**src/sv/nnd_pkg.sv**
```systemverilog
// Package for the nearest-neighbor RGB565 downscaler.
// Holds register indexes, reset sizes and pixel field positions; no dependencies.
`default_nettype none

package nnd_pkg;

    // Configuration port
    localparam int CFG_DATA_W = 11;
    localparam int CFG_IDX_W  = 8;

    typedef enum logic [CFG_IDX_W-1:0] {
        REG_SOURCE_WIDTH  = 8'd0,
        REG_SOURCE_HEIGHT = 8'd1,
        REG_TARGET_WIDTH  = 8'd2,
        REG_TARGET_HEIGHT = 8'd3
    } cfg_reg_t;

    localparam logic [CFG_DATA_W-1:0] SOURCE_WIDTH_RST  = 11'd320;
    localparam logic [CFG_DATA_W-1:0] SOURCE_HEIGHT_RST = 11'd240;
    localparam logic [CFG_DATA_W-1:0] TARGET_WIDTH_RST  = 11'd96;
    localparam logic [CFG_DATA_W-1:0] TARGET_HEIGHT_RST = 11'd96;

    // RGB565 field layout
    localparam int PIXEL_W   = 16;
    localparam int RED_LSB   = 11;
    localparam int GREEN_LSB = 5;
    localparam int RED_W     = 5;
    localparam int GREEN_W   = 6;
    localparam int BLUE_W    = 5;
    localparam int CHAN_W    = 8;

    typedef struct packed {
        logic [CHAN_W-1:0] red;
        logic [CHAN_W-1:0] green;
        logic [CHAN_W-1:0] blue;
    } rgb888_t;

    localparam int RGB888_W = $bits(rgb888_t);

    // Widen RGB565 to RGB888 by left shifts
    function automatic rgb888_t widen_rgb565(input logic [PIXEL_W-1:0] pix);
        rgb888_t c;
        c.red   = {pix[RED_LSB +: RED_W], (CHAN_W - RED_W)'(0)};
        c.green = {pix[GREEN_LSB +: GREEN_W], (CHAN_W - GREEN_W)'(0)};
        c.blue  = {pix[0 +: BLUE_W], (CHAN_W - BLUE_W)'(0)};
        return c;
    endfunction

endpackage

`default_nettype wire

```
**src/sv/nnd_cfg_regs.sv**
```systemverilog
// Size registers of the downscaler and their effective (clamped) values.
// Depends on nnd_pkg.
`default_nettype none

module nnd_cfg_regs
    import nnd_pkg::*;
#(
    parameter int COORD_BITS = 10
) (
    input  wire logic                  aclk,
    input  wire logic                  aresetn,
    input  wire logic                  cfg_wr_en,
    input  wire logic [CFG_IDX_W-1:0]  cfg_index,
    input  wire logic [CFG_DATA_W-1:0] cfg_data,
    output logic      [COORD_BITS:0]   src_w,
    output logic      [COORD_BITS:0]   src_h,
    output logic      [COORD_BITS:0]   dst_w,
    output logic      [COORD_BITS:0]   dst_h
);

    localparam int CMP_W = (COORD_BITS + 1 > CFG_DATA_W) ? COORD_BITS + 1 : CFG_DATA_W;
    localparam logic [CMP_W-1:0] DIM_MAX = CMP_W'(2 ** COORD_BITS);

    logic [CFG_DATA_W-1:0] src_w_reg, src_w_next;
    logic [CFG_DATA_W-1:0] src_h_reg, src_h_next;
    logic [CFG_DATA_W-1:0] dst_w_reg, dst_w_next;
    logic [CFG_DATA_W-1:0] dst_h_reg, dst_h_next;

    // Zero reads as one, sizes above the coordinate range saturate
    function automatic logic [COORD_BITS:0] eff_dim(input logic [CFG_DATA_W-1:0] r);
        logic [CMP_W-1:0] v;
        v = CMP_W'(r);
        if (v == '0) begin
            v = CMP_W'(1);
        end
        if (v > DIM_MAX) begin
            v = DIM_MAX;
        end
        return v[COORD_BITS:0];
    endfunction

    // Register write decode; unknown indexes are dropped
    always_comb begin
        src_w_next = src_w_reg;
        src_h_next = src_h_reg;
        dst_w_next = dst_w_reg;
        dst_h_next = dst_h_reg;
        if (cfg_wr_en) begin
            case (cfg_index)
                REG_SOURCE_WIDTH:  src_w_next = cfg_data;
                REG_SOURCE_HEIGHT: src_h_next = cfg_data;
                REG_TARGET_WIDTH:  dst_w_next = cfg_data;
                REG_TARGET_HEIGHT: dst_h_next = cfg_data;
                default: ;
            endcase
        end
    end

    always_ff @(posedge aclk) begin
        if (!aresetn) begin
            src_w_reg <= SOURCE_WIDTH_RST;
            src_h_reg <= SOURCE_HEIGHT_RST;
            dst_w_reg <= TARGET_WIDTH_RST;
            dst_h_reg <= TARGET_HEIGHT_RST;
        end else begin
            src_w_reg <= src_w_next;
            src_h_reg <= src_h_next;
            dst_w_reg <= dst_w_next;
            dst_h_reg <= dst_h_next;
        end
    end

    assign src_w = eff_dim(src_w_reg);
    assign src_h = eff_dim(src_h_reg);
    assign dst_w = eff_dim(dst_w_reg);
    assign dst_h = eff_dim(dst_h_reg);

endmodule

`default_nettype wire

```
**src/sv/nnd_select.sv**
```systemverilog
// Raster counters and error terms that pick the source pixels to keep.
// Depends on nnd_pkg.
`default_nettype none

module nnd_select
    import nnd_pkg::*;
#(
    parameter int COORD_BITS = 10,
    parameter int DATA_W     = RGB888_W + 2 * COORD_BITS + 1
) (
    input  wire logic                  aclk,
    input  wire logic                  aresetn,
    input  wire logic                  accept,
    input  wire logic [PIXEL_W-1:0]    pixel,
    input  wire logic [COORD_BITS:0]   src_w,
    input  wire logic [COORD_BITS:0]   src_h,
    input  wire logic [COORD_BITS:0]   dst_w,
    input  wire logic [COORD_BITS:0]   dst_h,
    output logic                       push,
    output logic      [DATA_W-1:0]     push_data
);

    // Error terms stay within about +/- 2*size; one spare bit for the add
    localparam int ERR_W = COORD_BITS + 3;

    logic        [COORD_BITS-1:0] src_col_reg, src_col_next;
    logic        [COORD_BITS-1:0] src_row_reg, src_row_next;
    logic        [COORD_BITS-1:0] out_col_reg, out_col_next;
    logic        [COORD_BITS-1:0] out_row_reg, out_row_next;
    logic signed [ERR_W-1:0]      col_err_reg, col_err_next;
    logic signed [ERR_W-1:0]      row_err_reg, row_err_next;

    logic                         col_sel, row_sel;
    logic                         row_last, frame_last;
    logic                         last_pixel;
    logic signed [ERR_W-1:0]      col_err_adv, row_err_adv;
    rgb888_t                      color;

    // Selection: 0 <= err < dst size and destination index still in range
    assign col_sel = !col_err_reg[ERR_W-1]
                  && (col_err_reg[ERR_W-2:0] < {1'b0, dst_w})
                  && ({1'b0, out_col_reg} < dst_w);
    assign row_sel = !row_err_reg[ERR_W-1]
                  && (row_err_reg[ERR_W-2:0] < {1'b0, dst_h})
                  && ({1'b0, out_row_reg} < dst_h);

    assign row_last   = (({1'b0, src_col_reg} + 1'b1) >= src_w);
    assign frame_last = (({1'b0, src_row_reg} + 1'b1) >= src_h);

    // Negative error is held until the row or frame restarts
    assign col_err_adv = col_err_reg[ERR_W-1] ? col_err_reg
                       : col_err_reg - $signed({2'b00, dst_w})
                         + (col_sel ? $signed({2'b00, src_w}) : ERR_W'(0));
    assign row_err_adv = row_err_reg[ERR_W-1] ? row_err_reg
                       : row_err_reg - $signed({2'b00, dst_h})
                         + (row_sel ? $signed({2'b00, src_h}) : ERR_W'(0));

    // Counter update per accepted pixel
    always_comb begin
        src_col_next = src_col_reg;
        src_row_next = src_row_reg;
        out_col_next = out_col_reg;
        out_row_next = out_row_reg;
        col_err_next = col_err_reg;
        row_err_next = row_err_reg;
        if (accept) begin
            if (row_last) begin
                src_col_next = '0;
                out_col_next = '0;
                col_err_next = '0;
                if (frame_last) begin
                    src_row_next = '0;
                    out_row_next = '0;
                    row_err_next = '0;
                end else begin
                    row_err_next = row_err_adv;
                    src_row_next = src_row_reg + 1'b1;
                    if (row_sel) begin
                        out_row_next = out_row_reg + 1'b1;
                    end
                end
            end else begin
                col_err_next = col_err_adv;
                src_col_next = src_col_reg + 1'b1;
                if (col_sel) begin
                    out_col_next = out_col_reg + 1'b1;
                end
            end
        end
    end

    always_ff @(posedge aclk) begin
        if (!aresetn) begin
            src_col_reg <= '0;
            src_row_reg <= '0;
            out_col_reg <= '0;
            out_row_reg <= '0;
            col_err_reg <= '0;
            row_err_reg <= '0;
        end else begin
            src_col_reg <= src_col_next;
            src_row_reg <= src_row_next;
            out_col_reg <= out_col_next;
            out_row_reg <= out_row_next;
            col_err_reg <= col_err_next;
            row_err_reg <= row_err_next;
        end
    end

    // Result for the output buffer
    assign last_pixel = (({1'b0, out_col_reg} + 1'b1) == dst_w)
                     && (({1'b0, out_row_reg} + 1'b1) == dst_h);
    assign color      = widen_rgb565(pixel);
    assign push       = accept && col_sel && row_sel;
    assign push_data  = {color, out_col_reg, out_row_reg, last_pixel};

endmodule

`default_nettype wire

```
**src/sv/nnd_out_buf.sv**
```systemverilog
// Two-entry output register with skid slot for the result channel.
// Does not depend on nnd_pkg; no imports needed.
`default_nettype none

module nnd_out_buf #(
    parameter int DATA_W = 45
) (
    input  wire logic              aclk,
    input  wire logic              aresetn,
    input  wire logic              push,
    input  wire logic [DATA_W-1:0] push_data,
    output logic                   push_ready,
    output logic                   m_valid,
    input  wire logic              m_ready,
    output logic      [DATA_W-1:0] m_data
);

    logic              main_valid_reg, main_valid_next;
    logic              skid_valid_reg, skid_valid_next;
    logic [DATA_W-1:0] main_data_reg, main_data_next;
    logic [DATA_W-1:0] skid_data_reg, skid_data_next;
    logic              pop;

    assign pop = main_valid_reg && m_ready;

    // Skid slot refills the main register; new results land where there is room
    always_comb begin
        main_valid_next = main_valid_reg;
        skid_valid_next = skid_valid_reg;
        main_data_next  = main_data_reg;
        skid_data_next  = skid_data_reg;
        if (skid_valid_reg) begin
            if (pop) begin
                main_data_next  = skid_data_reg;
                skid_valid_next = 1'b0;
            end
        end else if (push) begin
            if (!main_valid_reg || pop) begin
                main_data_next  = push_data;
                main_valid_next = 1'b1;
            end else begin
                skid_data_next  = push_data;
                skid_valid_next = 1'b1;
            end
        end else if (pop) begin
            main_valid_next = 1'b0;
        end
    end

    always_ff @(posedge aclk) begin
        if (!aresetn) begin
            main_valid_reg <= 1'b0;
            skid_valid_reg <= 1'b0;
        end else begin
            main_valid_reg <= main_valid_next;
            skid_valid_reg <= skid_valid_next;
        end
    end

    always_ff @(posedge aclk) begin
        main_data_reg <= main_data_next;
        skid_data_reg <= skid_data_next;
    end

    assign push_ready = !skid_valid_reg;
    assign m_valid    = main_valid_reg;
    assign m_data     = main_data_reg;

endmodule

`default_nettype wire

```
**src/sv/nearest_neighbor_downscale_rgb565.sv**
```systemverilog
// Top level of the nearest-neighbor RGB565 to RGB888 downscaler.
// Depends on nnd_pkg, nnd_cfg_regs, nnd_select and nnd_out_buf.
//
//  channel | ports                                   | handshake
//  --------+-----------------------------------------+----------------------
//  input   | s_pixel_in                              | s_valid / s_ready
//  result  | m_red_out m_green_out m_blue_out        | m_valid / m_ready
//          | m_out_column m_out_row m_frame_end      |
//  config  | cfg_index cfg_data                      | cfg_wr_en, no wait
//
// One source pixel per cycle while s_ready is high; counters and error terms
// update in the transfer cycle, and a kept pixel is registered before m_*.
// Throughput is set by the two-entry output buffer: s_ready drops only when
// both entries hold results, so a stalled sink stops input after two results.
// Reset (aresetn, synchronous, active low) restores the default sizes and
// restarts the frame at row and column zero. No clearing pass is needed.
`default_nettype none

module nearest_neighbor_downscale_rgb565
    import nnd_pkg::*;
#(
    parameter int COORD_BITS = 10
) (
    input  wire logic                  aclk,
    input  wire logic                  aresetn,
    // configuration
    input  wire logic                  cfg_wr_en,
    input  wire logic [CFG_IDX_W-1:0]  cfg_index,
    input  wire logic [CFG_DATA_W-1:0] cfg_data,
    // source pixels
    input  wire logic                  s_valid,
    output logic                       s_ready,
    input  wire logic [PIXEL_W-1:0]    s_pixel_in,
    // destination pixels
    output logic                       m_valid,
    input  wire logic                  m_ready,
    output logic      [CHAN_W-1:0]     m_red_out,
    output logic      [CHAN_W-1:0]     m_green_out,
    output logic      [CHAN_W-1:0]     m_blue_out,
    output logic      [COORD_BITS-1:0] m_out_column,
    output logic      [COORD_BITS-1:0] m_out_row,
    output logic                       m_frame_end
);

    localparam int DATA_W = RGB888_W + 2 * COORD_BITS + 1;

    logic [COORD_BITS:0] src_w, src_h, dst_w, dst_h;
    logic                accept;
    logic                push;
    logic [DATA_W-1:0]   push_data;
    logic [DATA_W-1:0]   m_data;
    rgb888_t             m_color;

    nnd_cfg_regs #(
        .COORD_BITS (COORD_BITS)
    ) u_cfg (
        .aclk      (aclk),
        .aresetn   (aresetn),
        .cfg_wr_en (cfg_wr_en),
        .cfg_index (cfg_index),
        .cfg_data  (cfg_data),
        .src_w     (src_w),
        .src_h     (src_h),
        .dst_w     (dst_w),
        .dst_h     (dst_h)
    );

    // Input transfer
    assign accept = s_valid && s_ready;

    nnd_select #(
        .COORD_BITS (COORD_BITS),
        .DATA_W     (DATA_W)
    ) u_select (
        .aclk      (aclk),
        .aresetn   (aresetn),
        .accept    (accept),
        .pixel     (s_pixel_in),
        .src_w     (src_w),
        .src_h     (src_h),
        .dst_w     (dst_w),
        .dst_h     (dst_h),
        .push      (push),
        .push_data (push_data)
    );

    nnd_out_buf #(
        .DATA_W (DATA_W)
    ) u_out_buf (
        .aclk       (aclk),
        .aresetn    (aresetn),
        .push       (push),
        .push_data  (push_data),
        .push_ready (s_ready),
        .m_valid    (m_valid),
        .m_ready    (m_ready),
        .m_data     (m_data)
    );

    // Unpack the buffered result
    assign m_color      = m_data[DATA_W-1 -: RGB888_W];
    assign m_red_out    = m_color.red;
    assign m_green_out  = m_color.green;
    assign m_blue_out   = m_color.blue;
    assign m_out_column = m_data[2*COORD_BITS -: COORD_BITS];
    assign m_out_row    = m_data[COORD_BITS -: COORD_BITS];
    assign m_frame_end  = m_data[0];

endmodule

`default_nettype wire

```
**config.mk**
```make
export PLATFORM = sky130hd
export DESIGN_NAME = nearest_neighbor_downscale_rgb565
export DESIGN_NICKNAME = d
export VERILOG_FILES = /design/src/sv/nnd_pkg.sv /design/src/sv/nnd_cfg_regs.sv /design/src/sv/nnd_select.sv /design/src/sv/nnd_out_buf.sv /design/src/sv/nearest_neighbor_downscale_rgb565.sv
export SDC_FILE = /design/constraint.sdc
export NUM_CORES = 1
export LEC_CHECK = 0
export BUFFER_PORTS_ARGS = -buffer_cell sky130_fd_sc_hd__buf_4
export CORE_MARGIN = 2
export CORE_UTILIZATION = 60
export DETAILED_ROUTE_END_ITERATION = 8
export HOLD_SLACK_MARGIN = 0.15
export PLACE_DENSITY = 0.82
export SYNTH_ARGS = -nofsm -noshare
export SYNTH_HDL_FRONTEND = slang
export SYNTH_SLANG_ARGS = --single-unit
```
**constraint.sdc**
```tcl
create_clock -name aclk -period 6.75 [get_ports aclk]
set_input_delay 1.35 -clock aclk [delete_from_list [all_inputs] [get_ports aclk]]
set_output_delay 1.35 -clock aclk [all_outputs]
set_load 0.005 [all_outputs]
```
==> summary.md, run 1 <==
| Metric | Value |
|---|---|
| Clock skew | about 0.016 ns |
| Sw Share | between 30 and 40% |
| EDFF count, synth | 74 |
| Slowest cell delay on critical path | approximately 0.53 ns |
| Leakage | 5.42 nW |
| Placed Cells incl. Taps | about 1600 |
| Remaining DRCs | 0 |
| Final worst-path cycle share | ~86% |
| Synth Warn # | 0 |
| Nets@finish | 1466 |
| Die area | slightly above 0.02 mm2 |
| Initial antenna violation count | 0 |
| Number of global-route vias before repair | approximately 9200 |
| Sequential share of power | about 41% |
| Sequential fraction of the synthesis area | a little under two fifths |
| Rel. slew slack | approximately 10% |
| CTS tree | built |
| Critical path required time | around 7.1 ns |
| Final setup fails | 0 |
| Worst Tran Pin Value | roughly 1.3 ns |
| Ports | 87 |
| Min Tclk post-route | just under 6 ns |
| Mapped Avg Cell Area | 9.30 um2 |
| Fillers | between 1500 and 2000 |
| Via-per-instance ratio | approximately 6.1 |
| Crit path buf inv count | 1 |
| Power share of the clock group | between 30% and 40% |
| Final Hold Fails | 0 |
| Power density cells | 257 mW/mm2 |
| Setup TNS | 0 ns |
| Antenna Nets Post-Route | 0 |
| Longest Clk Path Bufs | 2 |
| Global placement routability congestion | a little over 0.9 |
| Num CTS Buffers | 17 |
| Global-route wire length before repair | 46.1 mm |
| Clock sinks | 186 |
| Total internal power | between 2 and 2.5 mW |
| Clock root buffer | clkbuf_16 |
| Data arrival, critical path | about 6.2 ns |
| CP Max Fanout | 9 |
| Async SR Flop Fraction | 0% |
| Clk Latency, worst-skew pair | 0.45 ns |
| Worst Hold Class | reg -> reg |
| IO Port Bufs | 78 |
| Area delta synth->final | 11.7% |
| Die width | 144 um |
| Initial cell density of the core | 60.6% |
| Detailed Route WL | between 20 and 30 mm |
| RSZ-0062 raised after global routing | false |
| DIE HEIGHT | between 100 and 150 um |
| Grt peak-use layer | met2 |
| Hold_ws | between 0.4 and 0.5 ns |
| Synthesized cell area | 0.0117 mm2 |
| Peak supply drop | around 0.00019 V |
| Max Cap Violations | 0 |
| Clock transition at the registers of the reported paths | roughly 0.080 ns |
| Row count | around 50 |
| Post-DP HPWL | just over 20 mm |
| Distinct cell type count of the synthesized netlist | between 80 and 90 |
| Post-CTS setup buffers | 0 |
| Ratio of cells with drive above 1 in the final layout | 14.3% |
| Met2 usage | 44.6% |
| Post-Syn Instances | 1259 |
| Post-CTS Resized | 0 |
| Top FF cell, synth | dfxtp_1 |
| Largest net degree at the start of global routing | around 70 |
| Status | complete, no violations |
| Hold buffers post-CTS | 0 |
| Met3 Use GR | under 10% |
| H-tree levels | 4 |
| CP max stage cell | or4_4 |
| Crit path cell chain | or4_4 > o41ai_2 > nand2_1 > ha_1 > nor2b_1 > o21a_1 > o211ai_1 > a31oi_1 > nor3_4 > a21boi_2 > nand2_1 > fa_1 > inv_1 > fa_1 > a211o_1 > o211ai_1 > a21oi_1 > a211oi_1 > nor3_1 > xnor2_1 > a211oi_1 |
| Crit. End Element | flip-flop |
| GRT Util Overall | between 20% and 30% |
| Delay-heaviest family, CP | compound AO/OA/AOI/OAI gates |
| Total grt overflow | 0 |
| Initial DRC Count | between 900 and 1000 |
| TritonRoute pass-1 iters | 5 |
| Vias | 9747 |
| Fin area | approximately 0.013 mm2 |
| Fmax | around 0.17 GHz |
| Met1 Use GR | between 30 and 40% |
| Seq cells post-synth | 186 |
| Comb pwr share | between 20% and 30% |
| Wire per inst | between 15 and 20 um |
| Switching power | 1.12 mW |
| Ant. Diodes | 0 |
| CORE AREA | 0.0193 mm2 |
| Layout Cells excl Fill | 1590 |
| Startpoint type of the worst setup path | flip-flop |
| Slew Viols, Final | 0 |
| Area after DPL | 0.0125 mm2 |
| CP Class | reg -> reg |
path summary, 6_finish.rpt:
path / start / endpoint / slack [ns] / cells past startpoint
hold reg to reg: u_select.src_col_reg[1]$_SDFFE_PN0P_ / u_select.src_col_reg[1]$_SDFFE_PN0P_ / 0.47 / 2
setup / recovery: u_cfg.dst_h_reg[1]$_SDFFE_PN0P_ / u_select.row_err_reg[12]$_SDFFE_PN0P_ / 0.93 / 21
setup reg to reg: u_cfg.dst_h_reg[1]$_SDFFE_PN0P_ / u_select.row_err_reg[12]$_SDFFE_PN0P_ / 0.93 / 21
hold / removal: u_select.src_col_reg[1]$_SDFFE_PN0P_ / u_select.src_col_reg[1]$_SDFFE_PN0P_ / 0.47 / 2
metrics by stage:
step	worst slack (ns)	power, mW	utilization (%)
2_1_floorplan	0.707	2.04	-
3_3_place_gp	1.14	2.32	64.4
3_5_place_dp	0.972	2.34	64.4
4_1_cts	0.962	3.36	67.7
5_1_grt	0.539	3.54	67.7
6_report	0.931	3.37	67.7
cell type report:
class                           instances  area, um2  share of cell area (%)
Timing Repair Buffer                   86        646                    4.94
Sequential cell                       186       4470                    34.1
Tap cell                              265        332                    2.53
Clock buffer                           17        425                    3.25
Clock inverter                         15        201                    1.54
Multi-Input combinational cell        914       6610                    50.5
Inverter                              107        402                    3.07
synth_stat cells, types with 5 or more instances:
| cell | count | area (um2) |
|---|---|---|
| a31oi_1 | 7 | 43.8 |
| buf_2 | 15 | 75.1 |
| mux2_2 | 37 | 417 |
| a22oi_1 | 12 | 90.1 |
| and2_1 | 7 | 43.8 |
| mux2i_1 | 16 | 160 |
| or3_1 | 7 | 43.8 |
| o21ai_0 | 52 | 260 |
| and4_1 | 6 | 52.6 |
| fa_1 | 22 | 440 |
| o21a_1 | 10 | 75.1 |
| nand4_1 | 12 | 75.1 |
| or2_2 | 7 | 43.8 |
| xnor2_1 | 40 | 350 |
| a211o_1 | 9 | 78.8 |
| inv_1 | 105 | 394 |
| a21o_1 | 14 | 105 |
| nand3_1 | 41 | 205 |
| a21oi_1 | 94 | 470 |
| nand3b_1 | 11 | 82.6 |
| a211oi_1 | 7 | 52.6 |
| ha_1 | 92 | 1150 |
| nor2b_1 | 12 | 75.1 |
| a32oi_1 | 5 | 43.8 |
| nand2b_1 | 9 | 56.3 |
| nor2_1 | 50 | 188 |
| dfxtp_1 | 112 | 2240 |
| o211ai_1 | 16 | 120 |
| buf_4 | 9 | 67.6 |
| clkbuf_1 | 30 | 113 |
| nor4_1 | 8 | 50.1 |
| xor2_1 | 23 | 201 |
| nor3_1 | 26 | 130 |
| and3_1 | 17 | 106 |
| nand2_1 | 167 | 627 |
| edfxtp_1 | 74 | 2220 |
power by group through the flow:
stage	sequential (mW)	combinational [mW]	clock, mW
global placement	1.41	0.910	0
global route	1.39	1.06	1.09
CTS	1.38	0.940	1.04
detailed placement	1.41	0.934	0
finish	1.38	0.948	1.03
floorplan	1.40	0.642	0
logic make-up (layout without fill, tap and decap cells):
family | Yosys count | in the layout | share of synthesized area (%)
compound gates | 270 | 270 | 15.2
xor+xnor | 65 | 65 | 5.11
fa+ha+maj | 114 | 114 | 13.6
buf+inv | 166 | 225 | 5.78
flops | 186 | 186 | 38.1
mux | 53 | 53 | 4.93
other cells | 1 | 8 | 0.0320
simple gates | 404 | 404 | 17.3
placed cells by master, fill, tap and decap left out, types with 12 or more instances in the layout:
cell	n
nand2_1	167
dfxtp_1	111
inv_1	105
a21oi_1	94
ha_1	92
buf_4	86
edfxtp_1	74
o21ai_0	52
nor2_1	50
nand3_1	41
xnor2_1	40
mux2_2	37
nor3_1	25
xor2_1	23
fa_1	22
and3_1	17
clkbuf_16	17
o211ai_1	16
mux2i_1	16
a21o_1	14
nor2b_1	12
nand4_1	12
routing by layer:
metal | part of all wire, % | up-vias | wire length [um]
met4 | 3.8 | 0 | 1070
li1 | - | 4573 | -
met5 | 0 | - | 0
met3 | 8.2 | 95 | 2320
met1 | 43 | 4639 | 12100
met2 | 45 | 440 | 12900
tightest hold or removal path: cells and delay by family (launching register included):
kind | cells | cell delay, ns
DFF | 1 | 0.33
and+or+nand+nor | 1 | 0.06
AOI/OAI and AO/OA | 1 | 0.05
Note: power is estimated with default switching activity, not from simulation.
==> run 2: changes to the inputs <==
--- a/config.mk
+++ b/config.mk
@@ -5,6 +5,7 @@
 export SDC_FILE = /design/constraint.sdc
 export NUM_CORES = 1
 export LEC_CHECK = 0
+export ABC_AREA = 1
 export BUFFER_PORTS_ARGS = -buffer_cell sky130_fd_sc_hd__buf_4
 export CORE_MARGIN = 2
 export CORE_UTILIZATION = 60
==> run 2 against run 1 <==
Against the previous run: maximum frequency rose by 15%; combinational power shrank 10%; synthesized cell count grew 17%; highest routed layer unchanged; flip-flop and latch count stayed put; core utilization grew 0.44 points; clock power barely moved; critical path type unchanged; synthesized area fell by 2.1%; critical path depth increased by 2; wire length shrank 1.4%; power down 3.8%.
==> summary.md, run 2 <==
| Metric | Value |
|---|---|
| Post-DP HPWL | 20.4 mm |
| Distinct cell type count of the synthesized netlist | 53 |
| DIE HEIGHT | 142 um |
| Largest net degree at the start of global routing | 58 |
| Worst setup startpoint | u_cfg.dst_w_reg[2]$_SDFFE_PN0P_ |
| Critical path required time | around 7.0 ns |
| Crit path buf inv count | 2 |
| Worst R2R End | u_select.col_err_reg[6]$_SDFFE_PN0P_ |
| Reg2Reg Depth | 23 |
| Longest Clk Path Bufs | 2 |
| Area contributors post-synth | dfxtp_1, edfxtp_1, nand2_1, ha_1, inv_1 |
| Ant. Diodes | 0 |
| CTS tree | built |
| TritonRoute pass-1 iters | 8 |
| Hold buffers post-CTS | 0 |
| Rel. slew slack | between 20% and 30% |
| Peak supply drop | approximately 0.0002 V |
| Top cell type's share of synthesized area | 19.6% |
| Worst Setup EP | u_select.col_err_reg[6]$_SDFFE_PN0P_ |
| Slowest cell delay on critical path | between 0.7 and 0.8 ns |
| Area occupied by multi-input gates | 0.00606 mm2 |
| Origin of the critical flop-to-flop path | u_cfg.dst_w_reg[2]$_SDFFE_PN0P_ |
| Crit path cell chain | nor2_1 > nand3_1 > o21ai_2 > nand2_1 > ha_1 > a21oi_1 > o21ai_0 > nand3_1 > o2111ai_1 > nor2_2 > nand3_1 > fa_1 > inv_1 > fa_1 > nand3_1 > nand2_1 > nand2_1 > nand2_1 > a21oi_1 > xor2_1 > inv_1 > nand2_1 > a21oi_1 |
| Wire per inst | 15.8 um |
| EDFF count, synth | 74 |
| Total grt overflow | 0 |
| Status | complete, no violations |
| Post-CTS Resized | 0 |
| Commonest non-fill, non-tap cell in the layout | nand2_1 |
| GRT Util Overall | around 29% |
| Ports | 87 |
| Post-Syn Instances | 1471 |
| Top FF cell, synth | dfxtp_1 |
| Initial cell density of the core | about 60% |
| Count leader, synth | nand2_1 |
| Clk Latency, worst-skew pair | approximately 0.45 ns |
| Crit. End Element | flip-flop |
| Async SR Flop Fraction | 0% |
| Global placement routability congestion | between 0.9 and 1 |
| Global-route wire length before repair | 46.0 mm |
| Via-per-instance ratio | ~5.7 |
| H-tree levels | 4 |
| Layout Cells excl Fill | 1771 |
| Delay-heaviest family, CP | simple AND/OR/NAND/NOR gates |
| Setup TNS | 0 ns |
| Worst Tran Pin Value | approximately 1.1 ns |
| Die area | a little over 0.02 mm2 |
| R2R setup slack | between 1.5 and 2 ns |
| Final worst-path cycle share | between 70% and 80% |
| Sequential fraction of the synthesis area | 38.9% |
| CP Class | reg -> reg |
| Num CTS Buffers | 17 |
| RSZ-0062 raised after global routing | false |
| Synth Warn # | 0 |
| Leakage | around 5.8 nW |
| Critical path depth in cells | 23 |
| Register area | about 0.0045 mm2 |
| Nets@finish | roughly 1700 |
| Initial antenna violation count | 0 |
| CP max stage cell | nor2_2 |
| Vias | 10100 |
| Yosys top cell by area | dfxtp_1 |
| IO Port Bufs | between 70 and 80 |
| Die width | ~140 um |
| Post-synth top cells | nand2_1, inv_1, a21oi_1 |
| Clock transition at the registers of the reported paths | about 0.080 ns |
| Final setup fails | 0 |
| Clock root buffer | clkbuf_16 |
| Placed Cells incl. Taps | between 1500 and 2000 |
| Post-CTS setup buffers | 0 |
| Antenna Nets Post-Route | 0 |
| Fmax | just under 0.2 GHz |
| Ratio of cells with drive above 1 in the final layout | about a tenth |
| Synthesized cell area | about 0.011 mm2 |
| Hold_ws | 0.470 ns |
| Clock sinks | ~190 |
| Most frequent cells in the layout | nand2_1, inv_1, a21oi_1 |
| Number of global-route vias before repair | between 9000 and 10000 |
| CP Max Fanout | 24 |
| Row count | 50 |
| Remaining DRCs | 0 |
| Data arrival, critical path | 5.35 ns |
| Min Tclk post-route | ~5.1 ns |
| Final Hold Fails | 0 |
| CORE AREA | between 0.015 and 0.02 mm2 |
| Worst Hold Class | reg -> reg |
| Detailed Route WL | around 28 mm |
| Startpoint type of the worst setup path | flip-flop |
| Slew Viols, Final | 0 |
| Seq cells post-synth | approximately 190 |
| Fillers | about 1500 |
| Clock skew | ~0.011 ns |
| Area delta synth->final | 11.1% |
| Initial DRC Count | between 700 and 800 |
| Max Cap Violations | 0 |
| Power density cells | around 250 mW/mm2 |
| Share of the core filled with cells | between 60% and 70% |
| CP most frequent cell | nand2_1 |
| Mapped Avg Cell Area | between 7 and 8 um2 |
[run 2: cell types whose count changed after synthesis, sizes merged, moves of 16 or more]
cell	before	now
a21oi	94	132
and3	17	1
inv	106	189
mux2	37	0
mux2i	16	0
nand2	167	361
nand3	41	106
nor2	51	128
o21ai	53	81
xnor2	40	5
[run 2: cell type report]
class / count / area share (%)
Clock buffer: 17 / 3.34
Tap cell: 234 / 2.30
Clock inverter: 15 / 1.47
Sequential cell: 186 / 35.1
Timing Repair Buffer: 79 / 4.66
Multi-Input combinational cell: 1050 / 47.6
Inverter: 190 / 5.62
[run 2: power by group]
group          leakage (nW)  internal (mW)  switching [mW]  total, mW
registers              1.59           1.31          0.0567       1.37
logic                  3.88          0.327           0.524      0.851
clock network         0.294          0.504           0.512       1.02
[run 2: worst reg2reg max path: stages (launching register included)]
cell and delay (ns):
dfxtp_1 0.34, nor2_1 0.12, nand3_1 0.12, o21ai_2 0.24, nand2_1 0.24, ha_1 0.35, a21oi_1 0.12, o21ai_0 0.11
nand3_1 0.09, o2111ai_1 0.14, nor2_2 0.74, nand3_1 0.31, fa_1 0.56, inv_1 0.07, fa_1 0.44, nand3_1 0.11
nand2_1 0.08, nand2_1 0.09, nand2_1 0.06, a21oi_1 0.19, xor2_1 0.20, inv_1 0.06, nand2_1 0.06, a21oi_1 0.06
[run 2: kinds of logic (layout without fill, tap and decap cells)]
| group | after synthesis | in the layout | synth area share [%] |
|---|---|---|---|
| adders and majority gates | 114 | 114 | 13.9 |
| xor gates and xnor gates | 43 | 43 | 3.29 |
| buffers and inverters | 242 | 301 | 8.50 |
| DFF | 186 | 186 | 38.9 |
| other | 1 | 8 | 0.0327 |
| AOI/OAI and AO/OA | 240 | 240 | 11.2 |
| and+or+nand+nor | 645 | 645 | 24.1 |
[run 2: per-layer routing]
| metal | track usage [%] | up-vias | part of all wire (%) |
|---|---|---|---|
| li1 | - | 4931 | - |
| met1 | 37.7 | 4639 | 42 |
| met2 | 46.9 | 435 | 47 |
| met3 | 5.99 | 68 | 8.2 |
| met4 | 10.5 | 0 | 2.6 |
| met5 | 0 | - | 0 |
[run 2: how the worst min path moves through the flow]
stage,startpoint,endpoint,slack (ns),cells after the start
after floorplan,u_select.out_col_reg[6]$_SDFFE_PN0P_,u_out_buf.skid_data_reg[17]$_DFFE_PP_,0.43,0
after global placement,u_select.row_err_reg[0]$_SDFFE_PN0P_,u_select.row_err_reg[0]$_SDFFE_PN0P_,0.45,2
after detailed placement,u_cfg.dst_w_reg[4]$_SDFFE_PN0P_,u_cfg.dst_w_reg[4]$_SDFFE_PN0P_,0.46,2
after CTS,u_cfg.dst_w_reg[4]$_SDFFE_PN0P_,u_cfg.dst_w_reg[4]$_SDFFE_PN0P_,0.47,2
after global routing,u_select.row_err_reg[0]$_SDFFE_PN0P_,u_select.row_err_reg[0]$_SDFFE_PN0P_,0.50,2
final,u_cfg.dst_w_reg[4]$_SDFFE_PN0P_,u_cfg.dst_w_reg[4]$_SDFFE_PN0P_,0.47,2
[run 2: per-stage QoR]
step                      worst slack (ns)  power [mW]  area, um2
final                                 1.68        3.24      12700
after floorplan                       2.78        1.97      11500
after detailed placement              1.85        2.24      12100
after global placement                1.94        2.21      12100
after CTS                             1.81        3.24      12700
after global routing                  1.32        3.40      12700
==> run 3: changes to the inputs <==
--- a/config.mk
+++ b/config.mk
@@ -5,13 +5,13 @@
 export SDC_FILE = /design/constraint.sdc
 export NUM_CORES = 1
 export LEC_CHECK = 0
-export ABC_AREA = 1
+export ABC_AREA = 0
 export BUFFER_PORTS_ARGS = -buffer_cell sky130_fd_sc_hd__buf_4
 export CORE_MARGIN = 2
-export CORE_UTILIZATION = 60
+export CORE_UTILIZATION = 55
 export DETAILED_ROUTE_END_ITERATION = 8
 export HOLD_SLACK_MARGIN = 0.15
-export PLACE_DENSITY = 0.82
+export PLACE_DENSITY = 0.79
 export SYNTH_ARGS = -nofsm -noshare
 export SYNTH_HDL_FRONTEND = slang
 export SYNTH_SLANG_ARGS = --single-unit
==> constraint.sdc (replaced) <==
create_clock -name aclk -period 4.6 [get_ports aclk]
set_input_delay 0.92 -clock aclk [delete_from_list [all_inputs] [get_ports aclk]]
set_output_delay 0.92 -clock aclk [all_outputs]
set_load 0.005 [all_outputs]
==> run 3 against run 2 <==
Against the previous run: the run now ends with negative setup slack left; global-route usage shrank 0.098 points; register-to-register slack lost 2.3 ns; hold slack gained 0.0044 ns; die area grew 11%; wire length grew 16%; combinational power grew 120%; maximum frequency shrank 2.9%; highest routed layer unchanged; clock-buffer cell count is the same; largest cell class unchanged; critical path depth grew 8.
==> summary.md, run 3 (same netlist as run 1, synthesis figures left out) <==
| Metric | Value |
|---|---|
| Die area | 0.0225 mm2 |
| RSZ-0062 raised after global routing | true |
| Data arrival, critical path | around 5.5 ns |
| Hold_ws | 0.474 ns |
| Longest Clk Path Bufs | 2 |
| Remaining DRCs | 0 |
| Startpoint type of the worst setup path | flip-flop |
| Leakage | 6.10 nW |
| Clock sinks | between 150 and 200 |
| Nets@finish | 1591 |
| Global placement routability congestion | approximately 0.95 |
| DIE HEIGHT | roughly 150 um |
| H-tree levels | 4 |
| TritonRoute pass-1 iters | 6 |
| Comb pwr share | between 30% and 40% |
| Ant. Diodes | 0 |
| Vias | approximately 10000 |
| CP Class | reg -> reg |
| Initial cell density of the core | between 50% and 60% |
| Total Power | roughly 5.4 mW |
| Antenna Nets Post-Route | 0 |
| Worst Hold Class | reg -> reg |
| CP max stage cell | or4_4 |
| Clk Latency, worst-skew pair | 0.45 ns |
| CP Max Fanout | 2 |
| Layout Cells excl Fill | about 1700 |
| Max Cap Violations | 0 |
| Setup TNS | -5.98 ns |
| Met3 Routed Length | between 2 and 3 mm |
| Fillers | approximately 1600 |
| Clock root buffer | clkbuf_16 |
| Final worst-path cycle share | 113% |
| Routed wl met2 | between 15 and 20 mm |
| Number of global-route vias before repair | 10300 |
| Row count | between 50 and 60 |
| Worst hold path depth | 2 |
| Slew Viols, Final | 0 |
| Wl on met1 | roughly 13 mm |
| Failing checks | negative setup slack |
| Largest net degree at the start of global routing | 47 |
| Ratio of cells with drive above 1 in the final layout | between 20% and 30% |
| Via-per-instance ratio | around 6.1 |
| Die width | about 150 um |
| Total internal power | between 3 and 4 mW |
| Rel. slew slack | between 30% and 40% |
| Switching power | about 1.8 mW |
| Final setup fails | 13 |
| Worst R2R End | u_out_buf.m_data[0]$_DFFE_PP_ |
| Area occupied by multi-input gates | 0.00694 mm2 |
| Slowest cell delay on critical path | 0.56 ns |
| Worst Tran Pin Value | approximately 0.96 ns |
| Detailed Route WL | 32.4 mm |
| Commonest non-fill, non-tap cell in the layout | buf_4 |
| Sequential share of power | 37.9% |
| Area delta synth->final | 22.9% |
| Top Layer Used | met4 |
| Clock transition at the registers of the reported paths | about 0.080 ns |
| Total grt overflow | 0 |
| Wire per inst | about 19 um |
| Sw Share | between 30% and 40% |
| Post-DP HPWL | roughly 22 mm |
| Worst setup margin | -0.619 ns |
| Placed Cells incl. Taps | about 1600 |
| Most frequent cells in the layout | buf_4, nand2_1, dfxtp_1 |
| Origin of the critical flop-to-flop path | u_cfg.dst_h_reg[5]$_SDFFE_PN1P_ |
| Hold_sp | u_cfg.src_w_reg[0]$_SDFFE_PN0P_ |
| Worst Hold End | u_cfg.src_w_reg[0]$_SDFFE_PN0P_ |
| Power density cells | around 370 mW/mm2 |
| IO Port Bufs | slightly below 80 |
| Final Hold Fails | 0 |
| Power share of the clock group | between 20% and 30% |
| GRT Util Overall | between 20 and 30% |
| Initial antenna violation count | 0 |
| Critical path required time | between 4 and 5 ns |
| Clock skew | around 0.016 ns |
| Crit. End Element | flip-flop |
| CORE AREA | between 0.02 and 0.025 mm2 |
| Ports | 87 |
| Reg2Reg Depth | 31 |
| Global-route wire length before repair | 51.0 mm |
| Initial DRC Count | about 1200 |
| Fmax | 0.192 GHz |
| R2R setup slack | -0.62 ns |
| Peak supply drop | ~0.00025 V |
| CTS tree | built |
| Min Tclk post-route | between 5 and 6 ns |
| Register area | approximately 0.0045 mm2 |
| Hold buffers post-CTS | 0 |
| Num CTS Buffers | 17 |
| CP most frequent cell | buf_4 |
| Status | finished, violations left |
## run 3: cell types whose count changed in the layout (fill, tap and decap cells not counted), sizes merged, moves of 38 or more
cell   change
a21oi     -38
nand2    -194
buf      +132
nand3     -65
inv       -81
nor2      -77
## run 3: metal layers
metal	GRT usage [%]	vias up
met5	0	-
met4	13.0	0
met3	5.79	117
met2	46.4	549
met1	36.7	4972
li1	-	4821
## run 3: power groups by stage
| stage | Sequential (mW) | Combinational, mW | Clock, mW |
|---|---|---|---|
| floorplan | 2.04 | 0.953 | 0 |
| global placement | 2.06 | 1.46 | 0 |
| detailed placement | 2.07 | 1.52 | 0 |
| CTS | 2.03 | 1.57 | 1.50 |
| global route | 2.05 | 2.02 | 1.57 |
| finish | 2.03 | 1.84 | 1.49 |
## run 3: cell type report
cell class	count	share of cell area (%)
sequential	186	31.1
multi-input combinational	914	48.2
tap	275	2.39
inverter	107	2.79
clock inverter	15	1.30
timing repair buffer	211	11.3
clock buffer	17	2.96
## run 3: critical path: cells and delay by family (launching register included)
| family | cells | cell delay (ns) |
|---|---|---|
| DFF | 1 | 0.33 |
| buffers and inverters | 24 | 2.96 |
| muxes | 2 | 0.38 |
| and+or+nand+nor | 3 | 0.94 |
| AOI/OAI and AO/OA | 2 | 0.45 |
## run 3: repair_timing
item / CTS / global route
resized for setup: 22 / 46
hold endpoints to repair: 0 / 0
setup buffers: 30 / 16
gates cloned: 0 / 0
pin swaps: 18 / 30
setup endpoints to repair: 12 / 20
## run 3: through the flow
step | worst slack [ns] | area [um2] | utilization, %
detailed placement | -0.454 | 13100 | 62.7
finish | -0.619 | 14400 | 68.7
global placement | -0.265 | 13100 | 62.7
floorplan | -0.307 | 11800 | -
global route | -0.824 | 14400 | 68.7
CTS | -0.271 | 14100 | 67.1
## run 3: how the worst max path moves through the flow
stage,start,end,slack [ns],cells past startpoint
after global placement,u_cfg.dst_h_reg[5]$_SDFFE_PN1P_,u_select.row_err_reg[12]$_SDFFE_PN0P_,-0.26,21
after global routing,u_cfg.dst_h_reg[5]$_SDFFE_PN1P_,u_select.row_err_reg[12]$_SDFFE_PN0P_,-0.82,22
final,u_cfg.dst_h_reg[5]$_SDFFE_PN1P_,u_out_buf.m_data[0]$_DFFE_PP_,-0.62,31
after floorplan,u_cfg.dst_h_reg[5]$_SDFFE_PN1P_,u_select.row_err_reg[12]$_SDFFE_PN0P_,-0.31,21
after CTS,u_cfg.dst_h_reg[5]$_SDFFE_PN1P_,u_out_buf.m_data[0]$_DFFE_PP_,-0.27,31
after detailed placement,u_cfg.dst_h_reg[5]$_SDFFE_PN1P_,u_select.row_err_reg[12]$_SDFFE_PN0P_,-0.45,21
